--- config.mk ---
export PLATFORM = sky130hd
export DESIGN_NAME = no_repeat_random_file_picker_top
export DESIGN_NICKNAME = d
export VERILOG_FILES = /design/src/rtl/core/nrfp_pkg.sv /design/src/rtl/core/no_repeat_random_file_picker_top.sv /design/src/rtl/core/nrfp_mod.sv /design/src/rtl/core/nrfp_dp.sv /design/src/rtl/core/nrfp_ctrl.sv
export SDC_FILE = /design/constraint.sdc
export NUM_CORES = 2
export LEC_CHECK = 0
export BUFFER_PORTS_ARGS = -buffer_cell sky130_fd_sc_hd__buf_2
export CORE_MARGIN = 2
export CORE_UTILIZATION = 50
export CTS_CLUSTER_DIAMETER = 30
export DETAILED_ROUTE_END_ITERATION = 8
export HOLD_SLACK_MARGIN = 0.12
export PLACE_DENSITY = 0.66
export SYNTH_ARGS = -nofsm -noshare
export SYNTH_HDL_FRONTEND = slang
export SYNTH_HIERARCHICAL = 1
export SYNTH_SLANG_ARGS = --single-unit
--- constraint.sdc ---
create_clock -name clk -period 12.06 [get_ports clk]
set_clock_uncertainty 0.15 [all_clocks]
set_input_delay 0.603 -clock clk [delete_from_list [all_inputs] [get_ports clk]]
set_output_delay 0.603 -clock clk [all_outputs]
set_load 0.03 [all_outputs]
--- src/rtl/core/nrfp_pkg.sv ---
// Shared types, constants and codes for the no-repeat random file picker.
// Used by every module under rtl/core; depends on nothing.
package nrfp_pkg;

	// Default sizes handed to the top level.
	localparam int POOLS_DEF     = 8;
	localparam int MAX_FILES_DEF = 256;

	// Marks are stored as rows of ROW_W bits, one bit per file.
	localparam int ROW_W  = 8;
	localparam int ROW_SH = 3;

	// Opcodes of an input word.
	localparam logic OP_PICK  = 1'b0;
	localparam logic OP_RESET = 1'b1;

	// Saturation point of the mark tally.
	localparam logic [7:0] TALLY_MAX = 8'd255;

	// Width of the roll and its bit count for the remainder unit.
	localparam int ROLL_W = 32;

	// Controller states.
	typedef enum logic [3:0] {
		S_CLR_ALL,
		S_IDLE,
		S_CHECK,
		S_CLR_POOL,
		S_PREP,
		S_COUNT,
		S_DIV,
		S_SEARCH,
		S_COMMIT,
		S_RESULT
	} state_t;

	// Commands from the controller to the datapath.
	typedef struct packed {
		logic load;
		logic clr_all;
		logic clr_pool;
		logic prep;
		logic scan;
		logic srch;
		logic div_start;
		logic restart;
		logic commit;
		logic out_load;
	} cmd_t;

	// Status from the datapath to the controller.
	typedef struct packed {
		logic       op_reset;
		logic       bad;
		logic       need_clear;
		logic       sweep_done;
		logic       pool_done;
		logic       scan_done;
		logic       found;
		logic       div_done;
		logic       elig_zero;
		logic [7:0] hit_f;
	} st_t;

endpackage

--- src/rtl/core/no_repeat_random_file_picker_top.sv ---
// No-repeat random file picker, one request at a time. The time from acceptance to a
// valid result is set by the row scans of the mark memory and the bit-serial remainder
// unit, plus a clearing sweep of the pool's ceil(MAX_FILES/8) rows when its bag is full.
// An empty pool skips the scans. After reset and after a reset request the mark
// memory is cleared one row a cycle, POOLS*ceil(MAX_FILES/8) rows, with in_ready low.
module no_repeat_random_file_picker_top #(
	parameter int POOLS     = nrfp_pkg::POOLS_DEF,
	parameter int MAX_FILES = nrfp_pkg::MAX_FILES_DEF
) (
	input  logic                         clk,
	input  logic                         arst_n,
	input  logic                         in_valid,
	output logic                         in_ready,
	input  logic                         opcode,
	input  logic [2:0]                   pool_id,
	input  logic [7:0]                   pool_size,
	input  logic [nrfp_pkg::ROLL_W-1:0]  roll,
	output logic                         out_valid,
	input  logic                         out_ready,
	output logic [7:0]                   chosen_file
);

	nrfp_pkg::cmd_t cmd;
	nrfp_pkg::st_t  st;

	// Sequencer.
	nrfp_ctrl u_ctrl (
		.clk       (clk),
		.arst_n    (arst_n),
		.in_valid  (in_valid),
		.in_ready  (in_ready),
		.out_valid (out_valid),
		.out_ready (out_ready),
		.cmd       (cmd),
		.st        (st)
	);

	// Marks, counters and arithmetic.
	nrfp_dp #(
		.POOLS     (POOLS),
		.MAX_FILES (MAX_FILES)
	) u_dp (
		.clk         (clk),
		.arst_n      (arst_n),
		.cmd         (cmd),
		.st          (st),
		.opcode      (opcode),
		.pool_id     (pool_id),
		.pool_size   (pool_size),
		.roll        (roll),
		.chosen_file (chosen_file)
	);

	// The mark memory port has one user at a time.
	a_port_excl: assert property (@(posedge clk) disable iff (!arst_n)
		$onehot0({cmd.clr_all, cmd.clr_pool, cmd.scan, cmd.srch, cmd.commit}))
		else $error("mark memory port used by two operations at once");

	// The remainder unit never starts on an empty eligible set.
	a_elig_nonzero: assert property (@(posedge clk) disable iff (!arst_n)
		cmd.div_start |-> !st.elig_zero)
		else $error("eligible count is zero at the modulo step");

	// A committed pick is a real file.
	a_hit_valid: assert property (@(posedge clk) disable iff (!arst_n)
		cmd.commit |-> (st.hit_f != 8'd0))
		else $error("committed pick is file zero");

	// A new result is only loaded once the output slot is free.
	a_no_overwrite: assert property (@(posedge clk) disable iff (!arst_n)
		cmd.out_load |-> (!out_valid || out_ready))
		else $error("result loaded over one not yet taken");

endmodule

--- src/rtl/core/nrfp_mod.sv ---
// Iterative remainder unit: 32-bit roll modulo an 8-bit count, one bit a cycle.
// Depends on nrfp_pkg.
module nrfp_mod (
	input  logic                         clk,
	input  logic                         arst_n,
	input  logic                         start,
	input  logic [nrfp_pkg::ROLL_W-1:0]  a,
	input  logic [7:0]                   d,
	output logic [7:0]                   rem,
	output logic                         done
);

	logic [nrfp_pkg::ROLL_W-1:0] a_q;
	logic [7:0]                  d_q;
	logic [7:0]                  rem_q;
	logic [5:0]                  cnt_q;
	logic                        done_q;
	logic [8:0]                  trial;

	// Shift the next dividend bit into the partial remainder.
	assign trial = {rem_q, a_q[nrfp_pkg::ROLL_W-1]};

	// Restoring step: subtract the divisor when it fits.
	always_ff @(posedge clk or negedge arst_n) begin
		if (!arst_n) begin
			cnt_q  <= '0;
			done_q <= 1'b0;
		end else if (start) begin
			cnt_q  <= 6'(nrfp_pkg::ROLL_W);
			done_q <= 1'b0;
		end else if (cnt_q != 6'd0) begin
			cnt_q <= cnt_q - 6'd1;
			if (cnt_q == 6'd1) begin
				done_q <= 1'b1;
			end
		end
	end

	always_ff @(posedge clk) begin
		if (start) begin
			a_q   <= a;
			d_q   <= d;
			rem_q <= '0;
		end else if (cnt_q != 6'd0) begin
			a_q <= a_q << 1;
			if (trial >= {1'b0, d_q}) begin
				rem_q <= 8'(trial - {1'b0, d_q});
			end else begin
				rem_q <= trial[7:0];
			end
		end
	end

	assign rem  = rem_q;
	assign done = done_q;

endmodule

--- src/rtl/core/nrfp_dp.sv ---
// Datapath of the file picker: mark memory, tallies, last picks, scan counters,
// the remainder unit and the output register. Depends on nrfp_pkg and nrfp_mod.
module nrfp_dp #(
	parameter int POOLS     = nrfp_pkg::POOLS_DEF,
	parameter int MAX_FILES = nrfp_pkg::MAX_FILES_DEF
) (
	input  logic                         clk,
	input  logic                         arst_n,
	input  nrfp_pkg::cmd_t               cmd,
	output nrfp_pkg::st_t                st,
	input  logic                         opcode,
	input  logic [2:0]                   pool_id,
	input  logic [7:0]                   pool_size,
	input  logic [nrfp_pkg::ROLL_W-1:0]  roll,
	output logic [7:0]                   chosen_file
);

	localparam int RPP   = (MAX_FILES + nrfp_pkg::ROW_W - 1) / nrfp_pkg::ROW_W;
	localparam int DEPTH = POOLS * RPP;
	localparam int AW    = (DEPTH > 1) ? $clog2(DEPTH) : 1;
	localparam int RIW   = (RPP > 1) ? $clog2(RPP) : 1;
	localparam int RCW   = $clog2(RPP + 1);
	localparam int PW    = (POOLS > 1) ? $clog2(POOLS) : 1;

	// Mark memory and per-pool state.
	logic [nrfp_pkg::ROW_W-1:0] mem [DEPTH];
	logic [7:0] tally_q [POOLS];
	logic [7:0] last_q  [POOLS];

	// Request fields.
	logic                        op_q;
	logic                        pool_bad_q;
	logic [PW-1:0]               pool_q;
	logic [7:0]                  n_q;
	logic [nrfp_pkg::ROLL_W-1:0] roll_q;

	// Sweep and scan counters.
	logic [AW-1:0]  ca_q;
	logic [RCW-1:0] r_q;
	logic           skip_q;
	logic [7:0]     elig_q;
	logic [7:0]     seen_q;
	logic           found_q;
	logic [RIW-1:0] hit_row_q;
	logic [nrfp_pkg::ROW_W-1:0] hit_data_q;
	logic [7:0]     hit_f_q;
	logic [7:0]     chosen_file_q;

	// Read pipeline.
	logic                       d_s1;
	logic [RIW-1:0]             rrow_s1;
	logic [nrfp_pkg::ROW_W-1:0] rdata_s1;

	logic [4:0]                 pool_ext;
	logic [7:0]                 n_sat;
	logic [8:0]                 nsum;
	logic [RCW-1:0]             nrows;
	logic [7:0]                 tally_cur;
	logic [7:0]                 last_cur;
	logic [AW-1:0]              base;
	logic [AW-1:0]              rd_addr;
	logic                       rd_en;
	logic [nrfp_pkg::ROW_W-1:0] row_mask;
	logic [3:0]                 row_cnt;
	logic [7:0]                 k;
	logic                       hit_now;
	logic [2:0]                 sel;
	logic [8:0]                 fb;
	logic [3:0]                 c;
	logic [7:0]                 target;
	logic                       div_done;

	// Field decode on the ports and saturation of the file count.
	assign pool_ext = {2'b00, pool_id};
	assign n_sat    = ({1'b0, pool_size} > 9'(MAX_FILES)) ? 8'(MAX_FILES) : pool_size;

	// Views of the current request.
	assign nsum      = {1'b0, n_q} + 9'd7;
	assign nrows     = RCW'(nsum >> nrfp_pkg::ROW_SH);
	assign tally_cur = tally_q[pool_q];
	assign last_cur  = last_q[pool_q];
	assign base      = AW'(pool_q) * AW'(RPP);
	assign rd_addr   = base + AW'(r_q[RIW-1:0]);
	assign rd_en     = (cmd.scan || cmd.srch) && (r_q < nrows) && !found_q;

	// Eligible files in the row that just came out of the memory.
	always_comb begin
		row_mask = '0;
		row_cnt  = '0;
		fb       = '0;
		for (int b = 0; b < nrfp_pkg::ROW_W; b++) begin
			fb = (9'(rrow_s1) << nrfp_pkg::ROW_SH) + 9'(b) + 9'd1;
			row_mask[b] = !rdata_s1[b] && (fb <= {1'b0, n_q}) &&
				!(skip_q && (fb == {1'b0, last_cur}));
			row_cnt = row_cnt + 4'(row_mask[b]);
		end
	end

	// The target lies in this row once the running count passes it.
	assign k       = target - seen_q;
	assign hit_now = cmd.srch && d_s1 && !found_q &&
		(({1'b0, seen_q} + 9'(row_cnt)) > {1'b0, target});

	// Pick the k-th eligible bit of the row.
	always_comb begin
		sel = '0;
		c   = '0;
		for (int b = 0; b < nrfp_pkg::ROW_W; b++) begin
			if (row_mask[b]) begin
				if (c == k[3:0]) begin
					sel = 3'(b);
				end
				c = c + 4'd1;
			end
		end
	end

	// Remainder of the roll by the eligible count.
	nrfp_mod u_mod (
		.clk    (clk),
		.arst_n (arst_n),
		.start  (cmd.div_start),
		.a      (roll_q),
		.d      (elig_q),
		.rem    (target),
		.done   (div_done)
	);

	// Request capture.
	always_ff @(posedge clk) begin
		if (cmd.load) begin
			op_q       <= opcode;
			pool_bad_q <= pool_ext >= 5'(POOLS);
			pool_q     <= pool_ext[PW-1:0];
			n_q        <= n_sat;
			roll_q     <= roll;
		end
	end

	// Counters of the sweeps and scans.
	always_ff @(posedge clk or negedge arst_n) begin
		if (!arst_n) begin
			ca_q    <= '0;
			r_q     <= '0;
			d_s1    <= 1'b0;
			found_q <= 1'b0;
		end else begin
			d_s1 <= rd_en;
			if (cmd.load) begin
				ca_q <= '0;
				r_q  <= '0;
			end else if (cmd.clr_all) begin
				ca_q <= ca_q + AW'(1);
			end
			if (cmd.clr_pool) begin
				r_q <= r_q + RCW'(1);
			end else if (cmd.prep || cmd.restart) begin
				r_q     <= '0;
				found_q <= 1'b0;
			end else if (rd_en) begin
				r_q <= r_q + RCW'(1);
			end
			if (hit_now) begin
				found_q <= 1'b1;
			end
		end
	end

	// Eligible count, running count and the hit.
	always_ff @(posedge clk) begin
		if (cmd.prep) begin
			skip_q <= (tally_cur == 8'd0) && (n_q > 8'd1) && (last_cur != 8'd0);
			elig_q <= '0;
		end else if (cmd.scan && d_s1) begin
			elig_q <= elig_q + 8'(row_cnt);
		end
		if (cmd.restart) begin
			seen_q <= '0;
		end else if (cmd.srch && d_s1 && !found_q) begin
			seen_q <= seen_q + 8'(row_cnt);
		end
		if (hit_now) begin
			hit_row_q  <= rrow_s1;
			hit_data_q <= rdata_s1 | (nrfp_pkg::ROW_W'(1) << sel);
			hit_f_q    <= 8'((9'(rrow_s1) << nrfp_pkg::ROW_SH) + 9'(sel) + 9'd1);
		end
		if (cmd.out_load) begin
			chosen_file_q <= pool_bad_q || (n_q == 8'd0) ? 8'd0 : hit_f_q;
		end
	end

	// Mark memory: one write and one registered read a cycle.
	always_ff @(posedge clk) begin
		if (cmd.clr_all) begin
			mem[ca_q] <= '0;
		end else if (cmd.clr_pool) begin
			mem[rd_addr] <= '0;
		end else if (cmd.commit) begin
			mem[base + AW'(hit_row_q)] <= hit_data_q;
		end
		if (rd_en) begin
			rdata_s1 <= mem[rd_addr];
			rrow_s1  <= r_q[RIW-1:0];
		end
	end

	// Tallies and last picks.
	always_ff @(posedge clk or negedge arst_n) begin
		if (!arst_n) begin
			for (int p = 0; p < POOLS; p++) begin
				tally_q[p] <= '0;
				last_q[p]  <= '0;
			end
		end else if (cmd.clr_all) begin
			for (int p = 0; p < POOLS; p++) begin
				tally_q[p] <= '0;
				last_q[p]  <= '0;
			end
		end else if (cmd.clr_pool) begin
			tally_q[pool_q] <= '0;
		end else if (cmd.commit) begin
			if (tally_cur != nrfp_pkg::TALLY_MAX) begin
				tally_q[pool_q] <= tally_cur + 8'd1;
			end
			last_q[pool_q] <= hit_f_q;
		end
	end

	// Status back to the controller.
	assign st.op_reset   = op_q == nrfp_pkg::OP_RESET;
	assign st.bad        = pool_bad_q || (n_q == 8'd0);
	assign st.need_clear = tally_cur >= n_q;
	assign st.sweep_done = ca_q == AW'(DEPTH - 1);
	assign st.pool_done  = r_q == RCW'(RPP - 1);
	assign st.scan_done  = (r_q == nrows) && !d_s1;
	assign st.found      = found_q;
	assign st.div_done   = div_done;
	assign st.elig_zero  = elig_q == 8'd0;
	assign st.hit_f      = hit_f_q;

	assign chosen_file = chosen_file_q;

endmodule

--- src/rtl/core/nrfp_ctrl.sv ---
// Controller state machine of the file picker: sequences sweeps, scans and the
// remainder unit, and owns both handshakes. Depends on nrfp_pkg.
module nrfp_ctrl (
	input  logic           clk,
	input  logic           arst_n,
	input  logic           in_valid,
	output logic           in_ready,
	output logic           out_valid,
	input  logic           out_ready,
	output nrfp_pkg::cmd_t cmd,
	input  nrfp_pkg::st_t  st
);

	nrfp_pkg::state_t state_q, state_d;
	logic             out_valid_q;

	// State and output valid registers; reset starts with a clearing pass.
	always_ff @(posedge clk or negedge arst_n) begin
		if (!arst_n) begin
			state_q     <= nrfp_pkg::S_CLR_ALL;
			out_valid_q <= 1'b0;
		end else begin
			state_q <= state_d;
			if (cmd.out_load) begin
				out_valid_q <= 1'b1;
			end else if (out_ready) begin
				out_valid_q <= 1'b0;
			end
		end
	end

	// Next state and commands.
	always_comb begin
		state_d  = state_q;
		cmd      = '0;
		in_ready = 1'b0;
		unique case (state_q)
			nrfp_pkg::S_CLR_ALL: begin
				cmd.clr_all = 1'b1;
				if (st.sweep_done) begin
					state_d = nrfp_pkg::S_IDLE;
				end
			end
			nrfp_pkg::S_IDLE: begin
				in_ready = 1'b1;
				if (in_valid) begin
					cmd.load = 1'b1;
					state_d  = nrfp_pkg::S_CHECK;
				end
			end
			nrfp_pkg::S_CHECK: begin
				priority if (st.op_reset) begin
					state_d = nrfp_pkg::S_CLR_ALL;
				end else if (st.bad) begin
					state_d = nrfp_pkg::S_RESULT;
				end else if (st.need_clear) begin
					state_d = nrfp_pkg::S_CLR_POOL;
				end else begin
					state_d = nrfp_pkg::S_PREP;
				end
			end
			nrfp_pkg::S_CLR_POOL: begin
				cmd.clr_pool = 1'b1;
				if (st.pool_done) begin
					state_d = nrfp_pkg::S_PREP;
				end
			end
			nrfp_pkg::S_PREP: begin
				cmd.prep = 1'b1;
				state_d  = nrfp_pkg::S_COUNT;
			end
			nrfp_pkg::S_COUNT: begin
				cmd.scan = 1'b1;
				if (st.scan_done) begin
					cmd.div_start = 1'b1;
					state_d       = nrfp_pkg::S_DIV;
				end
			end
			nrfp_pkg::S_DIV: begin
				if (st.div_done) begin
					cmd.restart = 1'b1;
					state_d     = nrfp_pkg::S_SEARCH;
				end
			end
			nrfp_pkg::S_SEARCH: begin
				cmd.srch = 1'b1;
				if (st.found) begin
					state_d = nrfp_pkg::S_COMMIT;
				end
			end
			nrfp_pkg::S_COMMIT: begin
				cmd.commit = 1'b1;
				state_d    = nrfp_pkg::S_RESULT;
			end
			nrfp_pkg::S_RESULT: begin
				if (!out_valid_q || out_ready) begin
					cmd.out_load = 1'b1;
					state_d      = nrfp_pkg::S_IDLE;
				end
			end
			default: begin
				state_d = nrfp_pkg::S_CLR_ALL;
			end
		endcase
	end

	assign out_valid = out_valid_q;

endmodule

==> results.json <==
{
  "worstPathArrival_ns": 10.01,
  "track_usage": 0.244,
  "status": "finished clean",
  "finalCritPeriodShare": 0.788,
  "die_h_um": 443,
  "avgSynthCellArea_um2": 19.1,
  "avgViaCountPerCell": 6.12,
  "nNetsFinal": 5534,
  "syn_to_final_growth_pct": 19.6,
  "rsz0062_at_grt": "no",
  "clk-insertion-delay-late_ns": 0.98,
  "hp-class": "in2async",
  "finalWirelength_um": 239000,
  "place_hpwl_um": 136000,
  "critPathMostFrequentCell": "ha_1",
  "grt_pass1_wl_um": 351000,
  "initial_core_util": 0.502,
  "crit_fanout": 24,
  "grt_pass1_vias": 51300,
  "fin_cells": 8294,
  "grt_max_degree": 197,
  "hold_viol_final": 0,
  "io_buffer_count": 57,
  "syn-cell-area_um2": 96400,
  "grt_overflow": 0,
  "coreArea_um2": 192000,
  "place_ws_ns": 2.79,
  "fillers": 13500,
  "holdBufCountCts": 47,
  "crit_path_end_kind": "flip-flop",
  "synth_nets": 5176,
  "setup-tns-final_ns": 0,
  "finalWorstSetupSlack_ns": 2.56,
  "cpPeakStageDelay_ns": 0.95,
  "routedWlPerCell_um": 28.9,
  "cts_tree": "done",
  "synth_cells": 5046,
  "antenna_left": 0,
  "path_clk_slew_ns": 0.04,
  "ctsResizeCount": 0,
  "setup_viol_count_final": 0,
  "post_cts_buffers": 0,
  "max_freq_ghz": 0.105,
  "io_pins": 58,
  "ir_drop_mv": 0.148,
  "cts-root-buf": "clkbuf_16",
  "cts-buffers-inserted": 445,
  "placementRows": 161,
  "drtIter0Drc": 5959,
  "min_period_ns": 9.50,
  "remaining_drc_errors": 0,
  "p_per_area_nw_per_um2": 243,
  "slew_viol_final": 0,
  "clock_path_buffers": 4,
  "tightest_slew_ns": 1.23,
  "antenna_found_initial": 9,
  "cp.required_ns": 12.56,
  "ctsHtreeMaxLevel": 5,
  "slew_headroom": 0.179,
  "drive_gt1_frac": 0.290,
  "place.gp.congestion": 0.858,
  "maxCapViolCount": 0,
  "leakage_nw": 38.3,
  "power_mw": 28.1,
  "path_class": "reg2reg",
  "via_count": 50700,
  "clock-sinks": 2355,
  "die_w_um": 443,
  "cp-start-kind": "flip-flop",
  "dp.cells": 7436,
  "drt-pass1-iter-count": 6,
  "yosys_warnings": 6,
  "cpMaxStageDelayCell": "edfxtp_1",
  "dieArea_um2": 196000,
  "post-route-util": 0.600
}
==> cell usage in the layout (no fill, tap or decap), types with 41 or more instances in the layout <==
cell and n:
buf_2 56, clkinv_2 69, a21oi_1 143, clkinvlp_4 64
buf_4 74, edfxtp_1 2175, clkbuf_16 447, mux4_2 674
inv_1 71, mux2i_1 80, o21ai_0 108, nand2_1 289
clkinv_1 41, xnor2_1 45, nor2_1 399, dlygate4sd3_1 47
ha_1 74, nand3_1 47, dfrtp_1 152, clkbuf_1 43
bufinv_16 75
==> where the power goes <==
| part | internal [mW] | leakage [nW] | switching (mW) |
|---|---|---|---|
| clock network | 8.39 | 7.29 | 4.10 |
| registers | 9.27 | 22.1 | 0.299 |
| logic | 2.69 | 8.96 | 3.31 |
| total | 20.4 | 38.3 | 7.70 |
==> through the flow <==
| stage | hold slack [ns] | area, µm² |
|---|---|---|
| final | 0.141 | 115000 |
| after global routing | 0.163 | 115000 |
| after CTS | 0.133 | 115000 |
| after detailed placement | 0.315 | 99600 |
| after global placement | 0.292 | 99600 |
| after floorplan | 0.157 | 96400 |
==> critical path, delay by kind of cell, from the launching register on <==
family	cells	cell delay, ns
compound gates	5	1.14
mux	3	0.93
flops	1	0.95
xor+xnor	2	0.26
fa+ha+maj	6	2.16
simple gates	16	2.76
buf+inv	3	0.81
==> worst paths after layout <==
path,cells past startpoint,endpoint,slack [ns],from
hold / removal,2,u_dp/last_q[25]$_DFFE_PN0P_,0.14,arst_n
setup / recovery,35,u_dp/hit_f_q[6]$_DFFE_PP_,2.56,u_dp/pool_q[0]$_DFFE_PP_
hold reg to reg,0,u_dp/u_mod/d_q[7]$_DFFE_PP_,0.31,u_dp/elig_q[7]$_SDFFE_PP0P_
max in group asynchronous,3,u_dp/last_q[14]$_DFFE_PN0P_,10.06,arst_n
setup reg to reg,35,u_dp/hit_f_q[6]$_DFFE_PP_,2.56,u_dp/pool_q[0]$_DFFE_PP_
min in group clk,2,u_dp/roll_q[12]$_DFFE_PP_,0.19,roll[12]
==> sequential cells by signal (all words and copies together), names as in the netlist, 32 cells and up <==
signal          count
u_dp/mem         2048
u_dp/roll_q        32
u_dp/last_q        64
u_dp/u_mod/a_q     32
u_dp/tally_q       64
==> area by class of cell <==
| class | count | area (µm²) | area share |
|---|---|---|---|
| Sequential cell | 2355 | 69700 | 0.605 |
| Multi-Input combinational cell | 2340 | 25400 | 0.220 |
| Clock buffer | 494 | 11400 | 0.0989 |
| Clock inverter | 313 | 3840 | 0.0333 |
| Tap cell | 2526 | 3160 | 0.0274 |
| Timing Repair Buffer | 187 | 1500 | 0.0130 |
| Inverter | 75 | 282 | 0.00244 |
| Antenna cell | 4 | 10.0 | 0.0000868 |
==> metal layers <==
| layer | GRT usage | vias to the layer above | wire (µm) |
|---|---|---|---|
| met5 | 0 | - | 0 |
| met4 | 0.0834 | 0 | 7320 |
| met3 | 0.0511 | 375 | 20000 |
| met2 | 0.383 | 2276 | 116000 |
| met1 | 0.344 | 26800 | 96200 |
| li1 | - | 21200 | - |
Note: power is estimated with default switching activity, not from simulation.
